$ cat config.mk
export PLATFORM = sky130hd
export DESIGN_NAME = midi_voice_allocator
export DESIGN_NICKNAME = d
export VERILOG_FILES = /design/src/rtl/core/mva_pkg.sv /design/src/rtl/core/mva_ram.sv /design/src/rtl/core/midi_voice_allocator.sv
export SDC_FILE = /design/constraint.sdc
export NUM_CORES = 1
export LEC_CHECK = 0
export ABC_CLOCK_PERIOD_IN_PS = 12900
export BUFFER_PORTS_ARGS = -buffer_cell sky130_fd_sc_hd__buf_2
export CAP_MARGIN = 20
export CORE_ASPECT_RATIO = 0.7
export CORE_MARGIN = 2
export CORE_UTILIZATION = 45
export CTS_CLUSTER_DIAMETER = 60
export DETAILED_ROUTE_END_ITERATION = 10
export PLACE_DENSITY = 0.58
export RECOVER_POWER = 50
export SLEW_MARGIN = 20
export SYNTH_ARGS = -nofsm -noshare
export SYNTH_HDL_FRONTEND = slang
export SYNTH_HIERARCHICAL = 1
export SYNTH_SLANG_ARGS = --single-unit
$ cat constraint.sdc
create_clock -name clk -period 12.9 [get_ports clk]
set_input_delay 2.58 -clock clk [delete_from_list [all_inputs] [get_ports clk]]
set_output_delay 2.58 -clock clk [all_outputs]
set_load 0.01 [all_outputs]
$ cat src/rtl/core/mva_pkg.sv
// Shared constants for the MIDI voice allocator.
// Status codes, note map size and default configuration; no dependencies.
`timescale 1ns / 1ps

package mva_pkg;

  localparam int CHANNELS_DEF   = 16;
  localparam int VOICE_SPAN_DEF = 4;

  localparam int NOTE_COUNT = 128;
  localparam int NOTE_W     = 7;

  localparam logic [7:0] STATUS_NOTE_OFF = 8'd128;
  localparam logic [7:0] STATUS_NOTE_ON  = 8'd144;

endpackage

$ cat src/rtl/core/mva_ram.sv
// Generic single-write, single-read RAM with registered read data.
// No dependencies.
`timescale 1ns / 1ps

module mva_ram #(
  parameter int WIDTH = 8,
  parameter int DEPTH = 16,
  parameter int AW    = (DEPTH > 1) ? $clog2(DEPTH) : 1
) (
  input  logic             clk,
  input  logic             we,
  input  logic [AW-1:0]    waddr,
  input  logic [WIDTH-1:0] wdata,
  input  logic [AW-1:0]    raddr,
  output logic [WIDTH-1:0] rdata
);

  logic [WIDTH-1:0] mem [DEPTH];

  always_ff @(posedge clk) begin
    if (we) begin
      mem[waddr] <= wdata;
    end
    rdata <= mem[raddr];
  end

endmodule

$ cat src/rtl/core/midi_voice_allocator.sv
// MIDI voice allocator top level: note/channel maps and the allocation sequencer.
// Depends on mva_pkg and mva_ram.
`timescale 1ns / 1ps

// Handles one MIDI word at a time; in_stall is high while a word is being
// worked on. A note-off for a mapped note goes through S_OFF_RD and then
// S_EMIT, which loads its word into the output register; a note-on goes
// through S_MOD, where subtract steps bring start_channel below CHANNELS
// (none whenever CHANNELS > 15), then S_PROBE, which probes 1 to
// VOICE_SPAN channels, one per cycle through the channel-valid bits,
// then S_STEAL to read the victim's note when a voice is stolen, then S_WRITE
// and S_EMIT. While the previous word is held off by out_stall, the new word
// waits in S_EMIT before it is loaded. Ignored status bytes and note-offs
// for unmapped notes are dropped when accepted and give no word.
// Both maps are empty straight after reset; no clearing pass is needed.
module midi_voice_allocator
  import mva_pkg::*;
#(
  parameter int CHANNELS   = CHANNELS_DEF,
  parameter int VOICE_SPAN = VOICE_SPAN_DEF
) (
  input  logic        clk,
  input  logic        rst,
  input  logic        in_valid,
  output logic        in_stall,
  input  logic [7:0]  status_byte,
  input  logic [6:0]  note_number,
  input  logic [3:0]  start_channel,
  input  logic [7:0]  macro_value,
  output logic        out_valid,
  input  logic        out_stall,
  output logic [3:0]  voice_channel,
  output logic        is_release,
  output logic [7:0]  note_code,
  output logic [7:0]  row_macro,
  output logic        record_row
);

  localparam int CW   = (CHANNELS > 1) ? $clog2(CHANNELS) : 1;
  localparam int SW   = ((CW > 4) ? CW : 4) + 1;
  localparam int PCW  = (VOICE_SPAN > 1) ? $clog2(VOICE_SPAN) : 1;
  localparam int CNTW = $clog2(CHANNELS + 1);

  localparam logic [2:0] S_IDLE   = 3'd0;
  localparam logic [2:0] S_OFF_RD = 3'd1;
  localparam logic [2:0] S_MOD    = 3'd2;
  localparam logic [2:0] S_PROBE  = 3'd3;
  localparam logic [2:0] S_STEAL  = 3'd4;
  localparam logic [2:0] S_WRITE  = 3'd5;
  localparam logic [2:0] S_EMIT   = 3'd6;

  logic [2:0]            state;
  logic [NOTE_COUNT-1:0] note_valid;
  logic [CHANNELS-1:0]   chan_valid;
  logic [CNTW-1:0]       active_cnt;
  logic [SW-1:0]         chan;
  logic [PCW-1:0]        probe_cnt;
  logic [NOTE_W-1:0]     note;
  logic [7:0]            macro;
  logic                  release_row;
  logic                  record;

  logic [CW-1:0]     chan_idx;
  logic [SW-1:0]     chan_inc;
  logic [CW-1:0]     note_map_rdata;
  logic [NOTE_W-1:0] chan_map_rdata;
  logic              map_we;
  logic              accept;

  assign chan_idx = chan[CW-1:0];
  assign chan_inc = (chan + SW'(1) == SW'(CHANNELS)) ? '0 : chan + SW'(1);
  assign map_we   = (state == S_WRITE);
  assign accept   = in_valid && !in_stall;
  assign in_stall = (state != S_IDLE);

  mva_ram #(
    .WIDTH (CW),
    .DEPTH (NOTE_COUNT)
  ) u_note_map (
    .clk   (clk),
    .we    (map_we),
    .waddr (note),
    .wdata (chan_idx),
    .raddr (note_number),
    .rdata (note_map_rdata)
  );

  mva_ram #(
    .WIDTH (NOTE_W),
    .DEPTH (CHANNELS)
  ) u_chan_map (
    .clk   (clk),
    .we    (map_we),
    .waddr (chan_idx),
    .wdata (note),
    .raddr (chan_idx),
    .rdata (chan_map_rdata)
  );

  always_ff @(posedge clk) begin
    if (rst) begin
      state      <= S_IDLE;
      note_valid <= '0;
      chan_valid <= '0;
      active_cnt <= '0;
      out_valid  <= 1'b0;
    end else begin
      if (out_valid && !out_stall && state != S_EMIT) begin
        out_valid <= 1'b0;
      end
      unique case (state)
        S_IDLE: begin
          if (accept) begin
            note      <= note_number;
            macro     <= macro_value;
            chan      <= SW'(start_channel);
            probe_cnt <= '0;
            if (status_byte == STATUS_NOTE_OFF && note_valid[note_number]) begin
              state <= S_OFF_RD;
            end else if (status_byte == STATUS_NOTE_ON) begin
              state <= S_MOD;
            end
          end
        end
        S_OFF_RD: begin
          chan                       <= SW'(note_map_rdata);
          chan_valid[note_map_rdata] <= 1'b0;
          note_valid[note]           <= 1'b0;
          active_cnt                 <= active_cnt - CNTW'(1);
          record                     <= (active_cnt == CNTW'(1));
          release_row                <= 1'b1;
          state                      <= S_EMIT;
        end
        S_MOD: begin
          if (chan >= SW'(CHANNELS)) begin
            chan <= chan - SW'(CHANNELS);
          end else begin
            state <= S_PROBE;
          end
        end
        S_PROBE: begin
          if (!chan_valid[chan_idx] || probe_cnt == PCW'(VOICE_SPAN - 1)) begin
            state <= chan_valid[chan_idx] ? S_STEAL : S_WRITE;
          end else begin
            chan      <= chan_inc;
            probe_cnt <= probe_cnt + PCW'(1);
          end
        end
        S_STEAL: begin
          note_valid[chan_map_rdata] <= 1'b0;
          state                      <= S_WRITE;
        end
        S_WRITE: begin
          chan_valid[chan_idx] <= 1'b1;
          if (!chan_valid[chan_idx]) begin
            active_cnt <= active_cnt + CNTW'(1);
          end
          note_valid[note] <= 1'b1;
          record           <= 1'b1;
          release_row      <= 1'b0;
          state            <= S_EMIT;
        end
        S_EMIT: begin
          if (!out_valid || !out_stall) begin
            out_valid     <= 1'b1;
            voice_channel <= 4'(chan);
            is_release    <= release_row;
            note_code     <= release_row ? 8'd0 : 8'(note) + 8'd1;
            row_macro     <= release_row ? 8'd0 : macro;
            record_row    <= record;
            state         <= S_IDLE;
          end
        end
        default: begin
          state <= S_IDLE;
        end
      endcase
    end
  end

  assert property (@(posedge clk) disable iff (rst)
    active_cnt == CNTW'($countones(chan_valid)))
    else $error("active voice count out of step with channel valid bits");

  assert property (@(posedge clk) disable iff (rst)
    $rose(out_valid) |-> $past(state) == S_EMIT)
    else $error("output word raised outside the emit step");

  assert property (@(posedge clk) disable iff (rst)
    (state == S_WRITE) |=> note_valid[$past(note)] && chan_valid[$past(chan_idx)])
    else $error("note-on left its note or channel unmapped");

  assert property (@(posedge clk) disable iff (rst)
    (state == S_PROBE) |-> chan < SW'(CHANNELS))
    else $error("probe channel out of range");

endmodule

==> impl_metrics.tcl <==
set metrics [dict create \
    synth_area_per_cell_um2 15.7 \
    io_pins 55 \
    place_area_um2 36300 \
    fin_cells 3370 \
    die_h_um 237 \
    crit_arrival_ns 7.69 \
    final_core_util 0.507 \
    worst_skew_pair.late_latency_ns 0.64 \
    wl_per_cell_um 28.6 \
    layout.nets 2297 \
    dieWidth_um 337 \
    fin_area_um2 39000 \
    viasPerCell 6.44 \
    cts.repair.resized 0 \
    clk_pin_slew_ns 0.06 \
    place_inst 3216 \
    grt_usage 0.242 \
    grt_pass1_wl_um 142000 \
    ant_nets 0 \
    synth.most_common_cell "edfxtp_1" \
    postSynthRegisterBits 834 \
    initial_core_util 0.454 \
    cts_setup_buffers 0 \
    numPortBuffers 54 \
    synth_cell_types 59 \
    cts_buffers 81 \
    critPathCaptureType "flop" \
    gp_congestion 0.879 \
    synthFlopType "edfxtp_1" \
    slew_headroom -1.58 \
    holdWs_ns 0.478 \
    ys_warn_count 6 \
    hp-class "flop to flop" \
    grt_max_degree 103 \
    yosysTopAreaCellShare 0.576 \
    synth_edf_count 670 \
    grt_pass1_vias 20800 \
    maxCapViolCount 20 \
    critical_path.startpoint_type "flop" \
    vias 21700 \
    yosys-top-cells-area "edfxtp_1 (58%), mux4_2 (14%), dfxtp_1 (9.4%)" \
    grt-ovfl-total 0 \
    hold_buffers 0 \
    htree_num_levels 3 \
    drv_slew 949 \
    required_ns 12.80 \
    cts_root_buf "clkbuf_16" \
    yosysSeqAreaShare 0.670 \
    hpwlAfterDp_um 58400 \
    std_cell_rows 85 \
    dr.pass1.iters 6 \
    leakage_nw 11.7 \
    rsz0062_at_grt "false" \
    drc_errors 0 \
    netlist_instances 2224 \
    critPathMaxFanout 83 \
    clock_sink_count 834 \
    synth.top_cells.by_count "edfxtp_1 (670), mux4_2 (212), nor2_1 (207)" \
    yosysTopAreaCell "edfxtp_1" \
    finalCritPeriodShare 0.604 \
    die_area_um2 79900 \
    min_period_ns 7.79 \
    synthToLayoutAreaGrowth_pct 11.6 \
    fmaxAchievable_mhz 128 \
    setup_violations 0 \
    hold_violations 0 \
    fillers 6336 \
    synthArstFlopShare 0 \
    tightest_slew_ns 3.87 \
    powerDensity_nw_per_um2 146 \
    grt_antenna_before_repair 1 \
    drt_iter0_drc 3028 \
    skew_ns 0.0233 \
    core_area_um2 76900 \
    wirelength_um 96500 \
    violations "max-capacitance violations, max-slew violations" \
    tns_ns 0 \
    path_class "flop to flop" \
    cts_tree "built" \
    clk_path_buf_depth 3 \
    syn-cell-area_um2 34900 \
    syn_nets 2264 \
    drive_gt1_frac 0.188 \
    status "finished, violations left" \
    ir_worst_vdd_mv 0.0990 \
]
-- through the flow --
step                total power [W]  setup slack (ns)
detailed placement          0.00327              6.52
floorplan                   0.00317              8.00
finish                      0.00567              5.11
global placement            0.00326              6.58
global route                0.00583              4.41
CTS                         0.00571              7.21
-- cells by family after synthesis --
logic type | share of synthesized area
adder cells (fa/ha/maj) | 0.00322
XOR/XNOR | 0.00276
buffers and inverters | 0.0205
multiplexers | 0.156
AND/OR/NAND/NOR | 0.0621
AO/OA/AOI/OAI | 0.0854
flip-flops | 0.670
-- cell type report --
type                    count  area [µm²]  share of cell area
diodes                      1        2.50           0.0000642
clock buffers             113        2320              0.0596
clock inverters            38         423              0.0108
inverters                  16        60.1             0.00154
multi-input cells        1223       10900               0.280
flip-flops and latches    834       23400               0.600
well taps                1044        1310              0.0335
repair buffers            101         561              0.0144
-- registers in the layout, indices dropped and copies added (netlist names), 7 cells and up --
register / cells
u_note_map/mem: 512
row_macro: 8
note_valid: 128
note_code: 8
u_chan_map/rdata: 7
chan_valid: 16
note: 7
u_chan_map/mem: 112
macro: 8
-- routing by layer --
metal,up-vias,routed length [µm],track usage
met5,-,0,0
met4,0,1880,0.0548
met3,180,11300,0.0730
met2,1228,40200,0.325
met1,11200,43100,0.382
li1,9066,-,-
-- power breakdown --
part	internal (W)	switching, W
clock	0.00143	0.00103
sequential	0.00292	0.0000194
combinational	0.0000993	0.000186
total	0.00444	0.00123
-- cell usage in the layout, fill, tap and decap left out, types with 8 or more instances in the layout --
master and count:
bufinv_16 8, a211oi_1 117, nand4_1 10, o21ai_0 28, mux2i_1 19, a21oi_1 148, nor2b_1 36, a22oi_1 25
clkbuf_8 9, buf_2 49, xnor2_1 8, mux4_2 212, clkinv_2 11, clkbuf_16 85, mux4_1 17, nor3_1 18
edfxtp_1 670, inv_1 15, nand2b_1 9, nor2_1 202, clkinv_1 9, nand3_1 52, ha_1 9, clkbuf_1 47
nand2_1 96, nand3b_1 8, buf_4 18, dfxtp_1 164, o22ai_1 116
-- path summary, 6_finish.rpt --
check | startpoint | to | slack (ns) | cells after the start
min reg2reg | chan_valid[7]$_SDFFE_PP0N_ | chan_valid[7]$_SDFFE_PP0N_ | 0.48 | 2
max reg2reg | chan[1]$_DFFE_PP_ | u_note_map/mem[54][1]$_DFFE_PP_ | 5.11 | 3
max | chan[1]$_DFFE_PP_ | u_note_map/mem[54][1]$_DFFE_PP_ | 5.11 | 3
min | chan_valid[7]$_SDFFE_PP0N_ | chan_valid[7]$_SDFFE_PP0N_ | 0.48 | 2
-- worst max-delay path: stages, from the launching register on --
cell and delay [ns]:
edfxtp_1 0.32, clkbuf_1 1.96, clkbuf_1 1.94, clkbuf_1 2.72
Power figures use the tool's default switching activity.
